### config.mk
export PLATFORM = sky130hd
export DESIGN_NAME = http_get_query_parser
export DESIGN_NICKNAME = d
export VERILOG_FILES = /design/src/hw/rtl/hgq_pkg.sv /design/src/hw/rtl/http_get_query_parser.sv /design/src/hw/rtl/hgq_datapath.sv /design/src/hw/rtl/hgq_ctrl.sv
export VERILOG_INCLUDE_DIRS = /design/src /design/src/hw/rtl
export SDC_FILE = /design/constraint.sdc
export NUM_CORES = 1
export LEC_CHECK = 0
export ABC_CLOCK_PERIOD_IN_PS = 14350
export BUFFER_PORTS_ARGS = -buffer_cell sky130_fd_sc_hd__buf_2
export CORE_ASPECT_RATIO = 0.9
export CORE_MARGIN = 2
export CORE_UTILIZATION = 35
export CTS_BUF_LIST = sky130_fd_sc_hd__clkbuf_8 sky130_fd_sc_hd__clkbuf_16
export DETAILED_ROUTE_END_ITERATION = 8
export HOLD_SLACK_MARGIN = 0.1
export SYNTH_ARGS = -nofsm -noshare
export SYNTH_HDL_FRONTEND = slang
export SYNTH_SLANG_ARGS = --single-unit
### constraint.sdc
create_clock -name clk -period 14.35 [get_ports clk]
set_clock_uncertainty 0.15 [all_clocks]
set_input_delay 3.5875 -clock clk [delete_from_list [all_inputs] [get_ports clk]]
set_output_delay 3.5875 -clock clk [all_outputs]
set_load 0.02 [all_outputs]
### src/hw/rtl/http_get_query_parser_assert.svh
// ----------------------------------------------------------------------------
// Assertion macros for the request parser.
// Each macro checks a property on the rising clock edge outside reset.
// ----------------------------------------------------------------------------
`ifndef HTTP_GET_QUERY_PARSER_ASSERT_SVH
`define HTTP_GET_QUERY_PARSER_ASSERT_SVH
`ifndef SYNTHESIS
`define HGQ_ASSERT(label, clk, rst_n, prop, msg) \
	label: assert property (@(posedge clk) disable iff (!rst_n) (prop)) else $error(msg);
`define HGQ_ASSERT_NEXT(label, clk, rst_n, cond, prop, msg) \
	label: assert property (@(posedge clk) disable iff (!rst_n) (cond) |=> (prop)) \
		else $error(msg);
`else
`define HGQ_ASSERT(label, clk, rst_n, prop, msg)
`define HGQ_ASSERT_NEXT(label, clk, rst_n, cond, prop, msg)
`endif
`endif

### src/hw/rtl/hgq_pkg.sv
// ----------------------------------------------------------------------------
// hgq_pkg
// Shared types and constants of the request parser.
// ----------------------------------------------------------------------------
package hgq_pkg;

	localparam int MSG_BYTES_DEF = 32;
	localparam int MARK_LEN = 9;

	typedef enum logic [4:0] {
		PH_PREFIX = 5'b00001,
		PH_PATH   = 5'b00010,
		PH_QUERY  = 5'b00100,
		PH_DONE   = 5'b01000,
		PH_FAIL   = 5'b10000
	} phase_t;

	// Command from the controller to the datapath.
	typedef struct packed {
		logic take;    // process one input byte
		logic restart; // clear message state
		logic [4:0] rd_idx;
	} dp_cmd_t;

	// Status from the datapath to the controller.
	typedef struct packed {
		logic ok;
		logic [7:0] ident;
		logic [4:0] len;
		logic [7:0] rd_byte;
	} dp_stat_t;

	function automatic logic [7:0] mark_char(input logic [3:0] i);
		case (i)
			4'd0: mark_char = 8'h20;
			4'd1: mark_char = 8'h48;
			4'd2: mark_char = 8'h54;
			4'd3: mark_char = 8'h54;
			4'd4: mark_char = 8'h50;
			4'd5: mark_char = 8'h2F;
			4'd6: mark_char = 8'h31;
			4'd7: mark_char = 8'h2E;
			4'd8: mark_char = 8'h31;
			default: mark_char = 8'h00;
		endcase
	endfunction

	function automatic logic [7:0] get_char(input logic [1:0] i);
		case (i)
			2'd0: get_char = 8'h47;
			2'd1: get_char = 8'h45;
			2'd2: get_char = 8'h54;
			default: get_char = 8'h20;
		endcase
	endfunction

	function automatic logic is_blank(input logic [7:0] c);
		is_blank = (c == 8'h20) || (c >= 8'd9 && c <= 8'd13);
	endfunction

	function automatic logic is_digit(input logic [7:0] c);
		is_digit = (c >= 8'h30) && (c <= 8'h39);
	endfunction

endpackage

### src/hw/rtl/http_get_query_parser.sv
// ----------------------------------------------------------------------------
// http_get_query_parser
// Byte-serial HTTP GET query parser with a command byte output stream.
// ----------------------------------------------------------------------------
// Input: s_axis carries one request byte per beat in tdata and the
// end-of-message flag in tlast. One beat is taken per cycle while parsing.
// Output: m_axis carries result beats; tuser is the kind (0 command byte,
// 1 summary) and tlast marks the summary that ends the run. tdata holds,
// from bit 0 up, command_byte, accepted, ident, command_length.
// Sequence: after the tlast input beat the block waits in WAIT while the
// deferred id decode settles, then latches the summary. The first stored
// command byte is then offered at once and each further one only after
// valid has been low while the registered buffer read port catches up;
// the summary follows in the cycle after the last command byte is taken.
// Input is not taken while the result run plays out.
// Reset clears all control state; the command buffer needs no clearing.
// A stall on m_axis holds the current beat until it is taken.
module http_get_query_parser #(
	parameter int MSG_BYTES = hgq_pkg::MSG_BYTES_DEF
) (
	input  logic clk,
	input  logic arst_n,
	input  logic s_axis_tvalid,
	output logic s_axis_tready,
	input  logic [7:0] s_axis_tdata, // text_byte
	input  logic s_axis_tlast,       // end_of_message
	output logic m_axis_tvalid,
	input  logic m_axis_tready,
	output logic [23:0] m_axis_tdata, // command_byte, accepted, ident, command_length
	output logic m_axis_tuser,        // kind
	output logic m_axis_tlast         // final_item
);
	import hgq_pkg::*;

	dp_cmd_t cmd;
	dp_stat_t stat;
	logic [31:0] od;

	hgq_datapath #(.MSG_BYTES(MSG_BYTES)) u_dp (
		.clk(clk), .arst_n(arst_n), .text_byte(s_axis_tdata), .cmd(cmd), .stat(stat)
	);

	hgq_ctrl u_ctrl (
		.clk(clk), .arst_n(arst_n), .in_valid(s_axis_tvalid), .in_ready(s_axis_tready),
		.in_last(s_axis_tlast), .stat(stat), .cmd(cmd), .out_valid(m_axis_tvalid),
		.out_ready(m_axis_tready), .out_data(od), .out_user(m_axis_tuser)
	);

	assign m_axis_tdata = od[22:0] == 23'd0 ? 24'd0 : {1'b0, od[22:0]};
	assign m_axis_tlast = od[23];

endmodule

### src/hw/rtl/hgq_datapath.sv
// ----------------------------------------------------------------------------
// hgq_datapath
// Prefix check, marker window, query pair parsing and command storage.
// ----------------------------------------------------------------------------
module hgq_datapath #(
	parameter int MSG_BYTES = hgq_pkg::MSG_BYTES_DEF
) (
	input  logic clk,
	input  logic arst_n,
	input  logic [7:0] text_byte,
	input  hgq_pkg::dp_cmd_t cmd,
	output hgq_pkg::dp_stat_t stat
);
	import hgq_pkg::*;

	localparam int CMD_CAP = (MSG_BYTES - 1) > 31 ? 31 : (MSG_BYTES - 1);

	phase_t phase_q;
	logic [2:0] prefix_count_q;
	logic [7:0] win_q [MARK_LEN];
	logic [3:0] fill_q;
	logic [1:0] key_length_q, key_class_q;
	logic [5:0] value_length_q;
	logic in_value_q, text_ended_q;
	logic [7:0] id_chars_q [3];
	logic [7:0] ident_q;
	logic [7:0] cmd_mem [31];
	logic [4:0] count_q;
	logic [7:0] rd_q;

	// Next-state values.
	phase_t ph_n;
	logic [1:0] kl_n, kc_n;
	logic [5:0] vl_n;
	logic iv_n;
	logic [7:0] id_n;
	logic [4:0] cnt_n;
	logic wr_id, wr_cmd, shift, hit;
	logic [7:0] c;

	// Decode of the stored id characters.
	logic id_ok;
	logic [7:0] id_val;
	always_comb begin
		logic [1:0] i;
		logic neg, bad, sg;
		logic [9:0] v;
		logic [1:0] dg;
		i = 2'd0; neg = 1'b0; v = 10'd0; dg = 2'd0; bad = 1'b0; sg = 1'b0;
		for (int k = 0; k < 3; k++) begin
			if (k == int'(i) && i < value_length_q[1:0] && is_blank(id_chars_q[k]))
				i = i + 2'd1;
		end
		// At most one sign may follow the blanks.
		for (int k = 0; k < 3; k++) begin
			if (!sg && k == int'(i) && i < value_length_q[1:0] &&
			    (id_chars_q[k] == 8'h2B || id_chars_q[k] == 8'h2D)) begin
				neg = (id_chars_q[k] == 8'h2D);
				sg = 1'b1;
				i = i + 2'd1;
			end
		end
		for (int k = 0; k < 3; k++) begin
			if (k >= int'(i) && k < int'(value_length_q[1:0]) && !bad) begin
				if (is_digit(id_chars_q[k])) begin
					v = 10'((v * 10) + 10'(id_chars_q[k] - 8'h30));
					dg = dg + 2'd1;
				end else begin
					bad = 1'b1;
				end
			end
		end
		id_ok = !bad && dg != 2'd0 && !(neg && v != 10'd0) && v <= 10'd255 &&
		        value_length_q < 6'd4;
		id_val = v[7:0];
	end

	always_comb begin
		logic is_id, is_cmd;
		ph_n = phase_q; kl_n = key_length_q; kc_n = key_class_q;
		vl_n = value_length_q; iv_n = in_value_q; id_n = ident_q; cnt_n = count_q;
		wr_id = 1'b0; wr_cmd = 1'b0; shift = 1'b0; hit = 1'b0;
		c = win_q[0];
		is_id = key_class_q == 2'd1 && key_length_q == 2'd2;
		is_cmd = key_class_q == 2'd2 && key_length_q == 2'd3;
		if (fill_q >= 4'(MARK_LEN)) begin
			shift = 1'b1;
			if (phase_q == PH_PATH) begin
				if (c == 8'h3F) begin
					ph_n = PH_QUERY; iv_n = 1'b0; kl_n = 2'd0; kc_n = 2'd0; vl_n = 6'd0;
				end
			end else if (!in_value_q) begin
				if (c == 8'h3D) begin
					if (key_length_q == 2'd0) ph_n = PH_FAIL;
					else begin iv_n = 1'b1; vl_n = 6'd0; end
				end else if (c == 8'h26) begin
					ph_n = PH_FAIL;
				end else begin
					if (key_length_q == 2'd0)
						kc_n = c == 8'h69 ? 2'd1 : (c == 8'h63 ? 2'd2 : 2'd0);
					else if (key_class_q == 2'd1)
						kc_n = (key_length_q == 2'd1 && c == 8'h64) ? 2'd1 : 2'd0;
					else if (key_class_q == 2'd2)
						kc_n = ((key_length_q == 2'd1 && c == 8'h6D) ||
						        (key_length_q == 2'd2 && c == 8'h64)) ? 2'd2 : 2'd0;
					if (key_length_q < 2'd3) kl_n = key_length_q + 2'd1;
				end
			end else if (c == 8'h26) begin
				if (value_length_q == 6'd0 || (is_id && !id_ok)) ph_n = PH_FAIL;
				else begin
					if (is_id) id_n = id_val;
					else if (is_cmd)
						cnt_n = value_length_q < 6'(CMD_CAP) ? value_length_q[4:0]
						                                     : 5'(CMD_CAP);
					iv_n = 1'b0; kl_n = 2'd0; kc_n = 2'd0; vl_n = 6'd0;
				end
			end else begin
				wr_id = is_id && value_length_q < 6'd3;
				wr_cmd = is_cmd && value_length_q < 6'(CMD_CAP);
				if (value_length_q < 6'd63) vl_n = value_length_q + 6'd1;
			end
		end
		// Marker check on the window as it will stand after this byte.
		if (ph_n != PH_FAIL && fill_q >= 4'(MARK_LEN - 1)) begin
			hit = text_byte == mark_char(4'(MARK_LEN - 1));
			for (int k = 0; k < MARK_LEN - 1; k++)
				if ((shift ? win_q[k + 1] : win_q[k]) != mark_char(4'(k))) hit = 1'b0;
		end
		if (hit) begin
			if (ph_n == PH_PATH) ph_n = PH_FAIL;
			else if (iv_n) begin
				if (vl_n == 6'd0) ph_n = PH_FAIL;
				else if (kc_n == 2'd1 && kl_n == 2'd2) begin
					// id value ending at the marker; decode matches stored state
					// only when no byte was committed this step into it.
					ph_n = PH_FAIL;
				end else begin
					if (kc_n == 2'd2 && kl_n == 2'd3)
						cnt_n = vl_n < 6'(CMD_CAP) ? vl_n[4:0] : 5'(CMD_CAP);
					ph_n = PH_DONE;
				end
			end else if (kl_n != 2'd0) ph_n = PH_FAIL;
			else ph_n = PH_DONE;
		end
	end

	// An id pair that ends at the marker needs the decode of the final
	// character too; it is resolved in the following cycle through this flag.
	logic idend_q;
	logic idend_n;
	assign idend_n = hit && ph_n == PH_FAIL && iv_n && vl_n != 6'd0 &&
	                 kc_n == 2'd1 && kl_n == 2'd2 && phase_q != PH_PATH;

	always_ff @(posedge clk or negedge arst_n) begin
		if (!arst_n) begin
			phase_q <= PH_PREFIX; prefix_count_q <= 3'd0; fill_q <= 4'd0;
			key_length_q <= 2'd0; key_class_q <= 2'd0; value_length_q <= 6'd0;
			in_value_q <= 1'b0; text_ended_q <= 1'b0; ident_q <= 8'd0;
			count_q <= 5'd0; idend_q <= 1'b0;
			for (int k = 0; k < MARK_LEN; k++) win_q[k] <= 8'd0;
		end else if (cmd.restart) begin
			phase_q <= PH_PREFIX; prefix_count_q <= 3'd0; fill_q <= 4'd0;
			key_length_q <= 2'd0; key_class_q <= 2'd0; value_length_q <= 6'd0;
			in_value_q <= 1'b0; text_ended_q <= 1'b0; ident_q <= 8'd0;
			count_q <= 5'd0; idend_q <= 1'b0;
		end else if (idend_q) begin
			idend_q <= 1'b0;
			if (id_ok) begin ident_q <= id_val; phase_q <= PH_DONE; end
		end else if (cmd.take && !text_ended_q && phase_q != PH_DONE &&
		             phase_q != PH_FAIL) begin
			if (text_byte == 8'd0) begin
				text_ended_q <= 1'b1; phase_q <= PH_FAIL;
			end else if (phase_q == PH_PREFIX) begin
				if (text_byte != get_char(prefix_count_q[1:0])) phase_q <= PH_FAIL;
				else begin
					prefix_count_q <= prefix_count_q + 3'd1;
					if (prefix_count_q == 3'd3) phase_q <= PH_PATH;
				end
			end else begin
				phase_q <= idend_n ? PH_FAIL : ph_n;
				idend_q <= idend_n;
				key_length_q <= kl_n; key_class_q <= kc_n; value_length_q <= vl_n;
				in_value_q <= iv_n; ident_q <= id_n; count_q <= cnt_n;
				if (ph_n != PH_FAIL || idend_n) begin
					if (shift) begin
						for (int k = 0; k < MARK_LEN - 1; k++) win_q[k] <= win_q[k + 1];
						win_q[MARK_LEN - 1] <= text_byte;
					end else begin
						win_q[fill_q] <= text_byte;
						fill_q <= fill_q + 4'd1;
					end
				end
			end
		end
	end

	always_ff @(posedge clk) begin
		if (cmd.take && !cmd.restart && !idend_q && phase_q != PH_PREFIX &&
		    text_byte != 8'd0 && !text_ended_q && phase_q != PH_DONE &&
		    phase_q != PH_FAIL) begin
			if (wr_id) id_chars_q[value_length_q[1:0]] <= c;
			if (wr_cmd) cmd_mem[value_length_q[4:0]] <= c;
		end
		rd_q <= cmd_mem[cmd.rd_idx];
	end

	assign stat.ok = phase_q == PH_DONE && count_q != 5'd0;
	assign stat.ident = ident_q;
	assign stat.len = count_q;
	assign stat.rd_byte = rd_q;

endmodule

### src/hw/rtl/hgq_ctrl.sv
// ----------------------------------------------------------------------------
// hgq_ctrl
// Sequencer: takes bytes, then plays out the command bytes and the summary.
// ----------------------------------------------------------------------------
`include "http_get_query_parser_assert.svh"
module hgq_ctrl (
	input  logic clk,
	input  logic arst_n,
	input  logic in_valid,
	output logic in_ready,
	input  logic in_last,
	input  hgq_pkg::dp_stat_t stat,
	output hgq_pkg::dp_cmd_t cmd,
	output logic out_valid,
	input  logic out_ready,
	output logic [31:0] out_data,
	output logic out_user
);
	import hgq_pkg::*;

	typedef enum logic [3:0] {
		ST_RUN  = 4'b0001,
		ST_WAIT = 4'b0010,
		ST_EMIT = 4'b0100,
		ST_SUM  = 4'b1000
	} st_t;

	st_t st_q;
	logic [4:0] idx_q;
	logic ok_q;
	logic [7:0] id_q;
	logic [4:0] len_q;
	logic [1:0] wait_q;

	assign in_ready = st_q == ST_RUN;
	assign cmd.take = in_valid && in_ready;
	assign cmd.restart = st_q == ST_SUM && out_ready;
	assign cmd.rd_idx = idx_q;

	always_ff @(posedge clk or negedge arst_n) begin
		if (!arst_n) begin
			st_q <= ST_RUN; idx_q <= 5'd0; wait_q <= 2'd0;
			ok_q <= 1'b0; id_q <= 8'd0; len_q <= 5'd0;
		end else begin
			case (st_q)
				ST_RUN: if (cmd.take && in_last) begin
					// Point the read port at the first byte while the summary settles.
					st_q <= ST_WAIT; wait_q <= 2'd0; idx_q <= 5'd0;
				end
				ST_WAIT: begin
					// Let the deferred id decode settle, then latch the summary.
					wait_q <= wait_q + 2'd1;
					if (wait_q == 2'd1) begin
						ok_q <= stat.ok;
						id_q <= stat.ok ? stat.ident : 8'd0;
						len_q <= stat.ok ? stat.len : 5'd0;
						idx_q <= 5'd0;
						st_q <= stat.ok ? ST_EMIT : ST_SUM;
					end
				end
				ST_EMIT: if (out_valid && out_ready) begin
					if (idx_q + 5'd1 == len_q) st_q <= ST_SUM;
					idx_q <= idx_q + 5'd1;
				end
				ST_SUM: if (out_ready) st_q <= ST_RUN;
				default: st_q <= ST_RUN;
			endcase
		end
	end

	// The memory read is registered, so the byte at idx_q reaches rd_q only
	// through that register; EMIT holds valid low on the cycle right after an advance.
	logic fresh_q;
	always_ff @(posedge clk or negedge arst_n) begin
		if (!arst_n) fresh_q <= 1'b0;
		else fresh_q <= (st_q == ST_EMIT && !(out_valid && out_ready)) ||
		                st_q == ST_WAIT;
	end

	logic emit_v;
	assign emit_v = st_q == ST_EMIT && fresh_q;
	assign out_valid = emit_v || st_q == ST_SUM;
	assign out_user = st_q == ST_SUM;
	assign out_data = {9'd0, 1'b0, len_q, id_q, ok_q, (emit_v ? stat.rd_byte : 8'd0)} |
	                  {8'd0, st_q == ST_SUM, 23'd0};

	`HGQ_ASSERT(a_ready_run, clk, arst_n, !in_ready || !out_valid, "input taken while emitting")
	`HGQ_ASSERT_NEXT(a_sum_end, clk, arst_n, st_q == ST_SUM && out_ready, in_ready,
		"no return to input after summary")
	`HGQ_ASSERT(a_idx, clk, arst_n, st_q != ST_EMIT || idx_q < len_q, "emit index overrun")

endmodule

After elaboration in Yosys (flattened, before gate mapping). Memory sizes are Yosys's and may differ from the RTL's. A register that Yosys moved wholly into a read port is not among the register bits. Index checks and enable logic that the tools add are counted.

Flip-flop bits (word level): 136. Memories kept: 2. Word-level logic and storage cells: 520. Bits of input ports: 13. RAM bits: 272.

Reductions and logical operators: 121. $add $sub $neg: 18. Multiplexer cells: 234. Equal/unequal tests: 75. Multipliers: 2. Bitwise logic cells: 6. Order comparisons: 35.

Memories: u_dp.cmd_mem (depth 31, width 8, read ports 1, clocked after memory_dff 1, write ports 1, line hgq_datapath.sv:27) `logic [7:0] cmd_mem [31];`; u_dp.id_chars_q (depth 3, width 8, read ports 3, clocked after memory_dff 0, write ports 1, line hgq_datapath.sv:25) `logic [7:0] id_chars_q [3];`.

Operator list (number): 2-to-1 mux 8 bit (35); 2-to-1 mux 5 bit (48); == test 8 x 6 -> 1 bit, second input constant (13); 2-to-1 mux 2 bit (44); 2-to-1 mux 6 bit (14); bitwise mux 72 bit (1); 2-to-1 mux 72 bit (1); inequality test 8 bit (9); logical AND 1 bit (64); 2-to-1 mux 1 bit (60); 2-to-1 mux 10 bit (6); 2-to-1 mux 4 bit (13); demux 8 bit (select 4 bit) (1); == test 8 x 7 -> 1 bit, second input constant (4); subtractor 8 x 6 -> 9 bit, second input constant (3); greater-or-equal comparator 8 x 4 -> 1 bit, second input constant (3); greater-or-equal comparator 8 x 6 -> 1 bit, second input constant (3); less-or-equal comparator 8 x 4 -> 1 bit, second input constant (3); less-or-equal comparator 8 x 6 -> 1 bit, second input constant (3); OR 22 x 24 -> 24 bit (1); zero test 23 bit (1); 2-to-1 mux 23 bit (1); one-hot mux 7 bit (3 select lines) (1); adder 10 bit (2); 64 further kinds (157).

Logic depth before layout (Yosys ltp). An unclocked memory read counts as a cell.

Depth after elaboration: 81. Gate-level depth with buffers: 57. Mapped depth without buffers: 54.

Cells and area by module. Synthesis repeated with hierarchy kept, for this count alone.

Cells, all modules: 1771. Area, all modules: 21717.1 um^2.

By module, submodules not included: hgq_datapath (cells each 1576, sequential area each 11081.9 um^2, area each 20085.5 um^2, instances 1); hgq_ctrl (cells each 170, sequential area each 651.9 um^2, area each 1534.0 um^2, instances 1); http_get_query_parser (cells each 25, sequential area each 0.0 um^2, area each 97.6 um^2, instances 1).

Worst setup path before layout. Ideal clock, no wire load.

Path kind: flip-flop to flip-flop. Start: memory u_dp.id_chars_q[0][4]. End: register u_dp.win_q[0] (netlist bit). Library setup time: 0.128 ns. Setup slack: 3.274 ns. Period minus slack after synthesis: 11.076 ns. Arrival: 10.798 ns. Data required time: 14.072 ns. Stages on the path, launching flop included: 54. Cell sequence: edfxtp_1 > inv_1 > ha_1 > nor4b_1 > a31oi_1 > o32a_1 > nor3_1 > and3_1 > ha_1 > ha_1 > inv_1 > o21ai_0 > a21oi_1 > o21ai_1 > inv_1 > ha_1 > nand2b_1 > nor4_1 > [18 not listed] > ha_1 > xnor2_1 > ha_1 > a21oi_1 > o21ai_0 > xor2_1 > nor3_1 > nand4b_1 > o22ai_2 > a21oi_2 > or3_1 > clkbuf_1 > a22o_1 > a221o_1 > nand4_1 > and3_1 > buf_2 > mux2_1.

RTL lines: from (decl) (line hgq_datapath.sv:25); to (signal, indexed assignment) (line hgq_datapath.sv:187) `win_q[MARK_LEN - 1] <= text_byte;`; to (signal, indexed assignment) (line hgq_datapath.sv:189) `win_q[fill_q] <= text_byte;`; to (decl) (line hgq_datapath.sv:20) `logic [7:0] win_q [MARK_LEN];`.

Worst setup path after layout.
Start: register u_dp.value_length_q[1]. End: register u_dp.win_q[3] (netlist bit).

Word-level cells in the longest chain between the ends: 66.

RTL lines: from (decl) (line hgq_datapath.sv:23) `logic [5:0] value_length_q;`; from (signal assigned) (line hgq_datapath.sv:182) `key_length_q <= kl_n; key_class_q <= kc_n; value_length_q <= vl_n;`; parallel branches: the longest is 64 deep, another holds less-than comparator 1 x 2 -> 1 bit; logical OR 1 bit (*) (line hgq_datapath.sv:184) `if (ph_n != PH_FAIL || idend_n) begin`; AND reduction 6 bit (no source line) (*).

Mark *: on every way between the ends. A chain may end at the register's enable or synchronous reset.

==> flow_summary.toml <==
[floorplan]
initial_core_util_pct = 35.61
chipHeight_um = 238.6
core_area_um2 = 60090
boundaryPins = 41
rows = 85
die_w_um = 264.6
design.die.area_um2 = 63130

[pwr]
leakage_uw = 0.008637
peakVddDrop_mv = 0.08233
power_density_nw_per_um2 = 144.0

[clock_tree]
clk_latency_ns = 0.61
cts_buffer_depth = 3
htreeDepth = 2
cts_buffers = 44
post_cts_buffers = 0
clock_sinks = 416
clockRootBuffer = "clkbuf_16"
clk_pin_slew_worst_paths_ns = 0.06
cts_tree = "yes"

[synth]
ys_seq_elements = 416
synth_area_leaders = "edfxtp_1 (38%), dfrtp_1 (16%), mux4_2 (4.3%)"
ys_warn_count = 0
synthArstFlopShare_pct = 32.69
syn_inst = 1815
syn_avg_cell_area_um2 = 11.79
post_synth_num_cell_types = 88
netlist_area_um2 = 21400
synth_top_area_share_pct = 38.17
synth_edf_count = 272
synth.largest_area_cell = "edfxtp_1"
synth_flop_cell = "edfxtp_1"
synth-seq-area-share_pct = 54.84

[detailed_routing]
num_vias = 15333
drtPass1Iterations = 5
via_per_inst = 5.839
wl_per_cell_um = 22.21
drt_iter0_drc = 1416
ant_nets = 0
wl_um = 58310
drc = 0

[grt]
grt_max_degree = 73
grt_pass1_wl_um = 90640
grt_pass1_vias = 14829
grt-ovfl-total = 0
antenna_found_initial = 0
track_usage_pct = 18.46

[cells_and_area]
final_common_cell = "edfxtp_1"
drive_gt1_share_pct = 11.07
area_growth_pct = 11.05
mostFrequentLayoutCells = "edfxtp_1 (272), nand2_1 (135), dfrtp_1 (132)"
nets = 1897
design_area_um2 = 23760
fin_util_pct = 39.54

[run_status]
status = "finished clean"

[critical_path]
required_ns = 14.68
crit_arrival_ns = 13.52
timing.critical_path.max_delay_family = "simple AND/OR/NAND/NOR gates"
endpoint_kind = "flip-flop"
crit_top_cell = "ha_1"
crit_buf_inv = 4
critPathKind = "flip-flop to flip-flop"
cp_slowest_stage_delay_ns = 0.69
cp-start-kind = "flip-flop"
cpMaxStageDelayCell = "o41ai_1"
crit_fanout = 13

[sta]
maxSlewViolCount = 0
max_slew.worst_pin.slew_ns = 1.213
fin_setup_tns_ns = 0
fin_ws_ns = 1.158
hold_viol = 0
whs_ns = 0.3424
finalCriticalPeriod_ns = 13.19
setup_viol_count_final = 0
fmax_mhz = 75.80
rsz0062_at_grt = "no"
post-route-period-util_pct = 91.93
relSlewSlack_pct = 18.37

[place]
placed_cell_area_um2 = 22320
dpl_worst_slack_ns = 0.9739
dp.final_hpwl_um = 38830
portBuffers = 38
place.gp.congestion = 0.9171

[hold_path]
hold_class = "flip-flop to flip-flop"

[job]
max-cap-violations = 0
==> worst register-to-register path: cells and delay by family (launching register included) <==
family	cells	cell delay, ns
adder cells (fa/ha/maj)	10	2.68
buffers and inverters	4	0.55
XOR/XNOR	3	0.52
flip-flops	1	0.62
AND/OR/NAND/NOR	16	4.65
AO/OA/AOI/OAI	13	3.25
multiplexers	2	0.66
==> routing by layer <==
metal  share of wire (%)  up-vias  track usage [%]  routed length [um]
met5                   0        -                0                   0
met4                 1.7        0            4.322                 986
met3                 7.3       68            3.719                4268
met2                  44      552            27.66               25370
met1                  47     7725            27.43               27690
li1                    -     6988                -                   -
==> final timing paths <==
kind / from / end / slack, ns / depth (start not counted)
min in group asynchronous: arst_n / u_dp.win_q[15]$_DFFE_PN0P_ / 2.84 / 1
min: u_ctrl.ok_q$_DFFE_PN0P_ / u_ctrl.ok_q$_DFFE_PN0P_ / 0.34 / 1
max reg2reg: u_dp.value_length_q[1]$_DFFE_PN0P_ / u_dp.win_q[3]$_DFFE_PN0P_ / 1.16 / 48
min reg2reg: u_ctrl.ok_q$_DFFE_PN0P_ / u_ctrl.ok_q$_DFFE_PN0P_ / 0.34 / 1
max: u_dp.value_length_q[1]$_DFFE_PN0P_ / u_dp.win_q[3]$_DFFE_PN0P_ / 1.16 / 48
max in group asynchronous: arst_n / u_ctrl.idx_q[0]$_DFFE_PN0P_ / 9.74 / 2
==> kinds of logic after synthesis <==
group	Yosys count	synth area share [%]
simple gates	517	12.41
mux	121	8.151
flops	416	54.84
buf+inv	170	3.204
fa+ha+maj	76	4.549
xor+xnor	43	1.760
compound gates	471	15.07
other cells	1	0.01752
==> area by class of cell <==
| type | count | area, um^2 |
|---|---|---|
| flip-flops and latches | 416 | 11740 |
| repair buffers | 62 | 376.6 |
| diodes | 1 | 2.502 |
| well taps | 783 | 979.7 |
| inverters | 54 | 202.7 |
| clock inverters | 35 | 325.3 |
| clock buffers | 45 | 1115 |
| multi-input cells | 1230 | 9021 |
| fillers | 5649 | 36330 |
==> cells in the mapped netlist (30+ instances only) <==
cell and number:
a2bb2oi_1 30, edfxtp_1 272, o21ai_0 94, nor2_1 115, dfrtp_1 134, nand3_1 53
ha_1 73, clkbuf_1 89, inv_1 53, nor3_1 35, nand2_1 136, a21oi_1 71
o22ai_1 41, mux4_2 41, mux2i_1 64, a22oi_1 31
==> sequential cells by signal (all words and copies together), names as in the netlist, 3 cells and up <==
name	cells
u_dp.id_chars_q	24
u_dp.prefix_count_q	3
u_ctrl.st_q	4
u_ctrl.idx_q	5
u_dp.c	8
u_dp.phase_q	5
u_dp.fill_q	4
u_dp.count_q	5
u_dp.ident_q	8
u_ctrl.id_q	8
u_dp.cmd_mem	248
u_dp.value_length_q	6
u_ctrl.len_q	5
u_dp.rd_q	8
u_dp.win_q	64
==> power breakdown <==
group          internal (uW)  switching (uW)  total (uW)
clock                    628             502        1130
sequential              1500             140        1640
combinational            208             446         654
total                   2330            1090        3420
==> timing repair <==
item                                    in CTS  in global routing
hold buffers                                 0                  0
endpoints found under the setup margin       0                 32
resized for setup                            0                  1
endpoints found under the hold margin        0                  0
==> through the flow <==
step                total power, uW  std cells
floorplan                      2038       1816
global placement               2287       2545
detailed placement             2300       2545
CTS                            3435       2625
global route                   3569       2625
finish                         3422       2626
(Power assumes the default switching activity.)
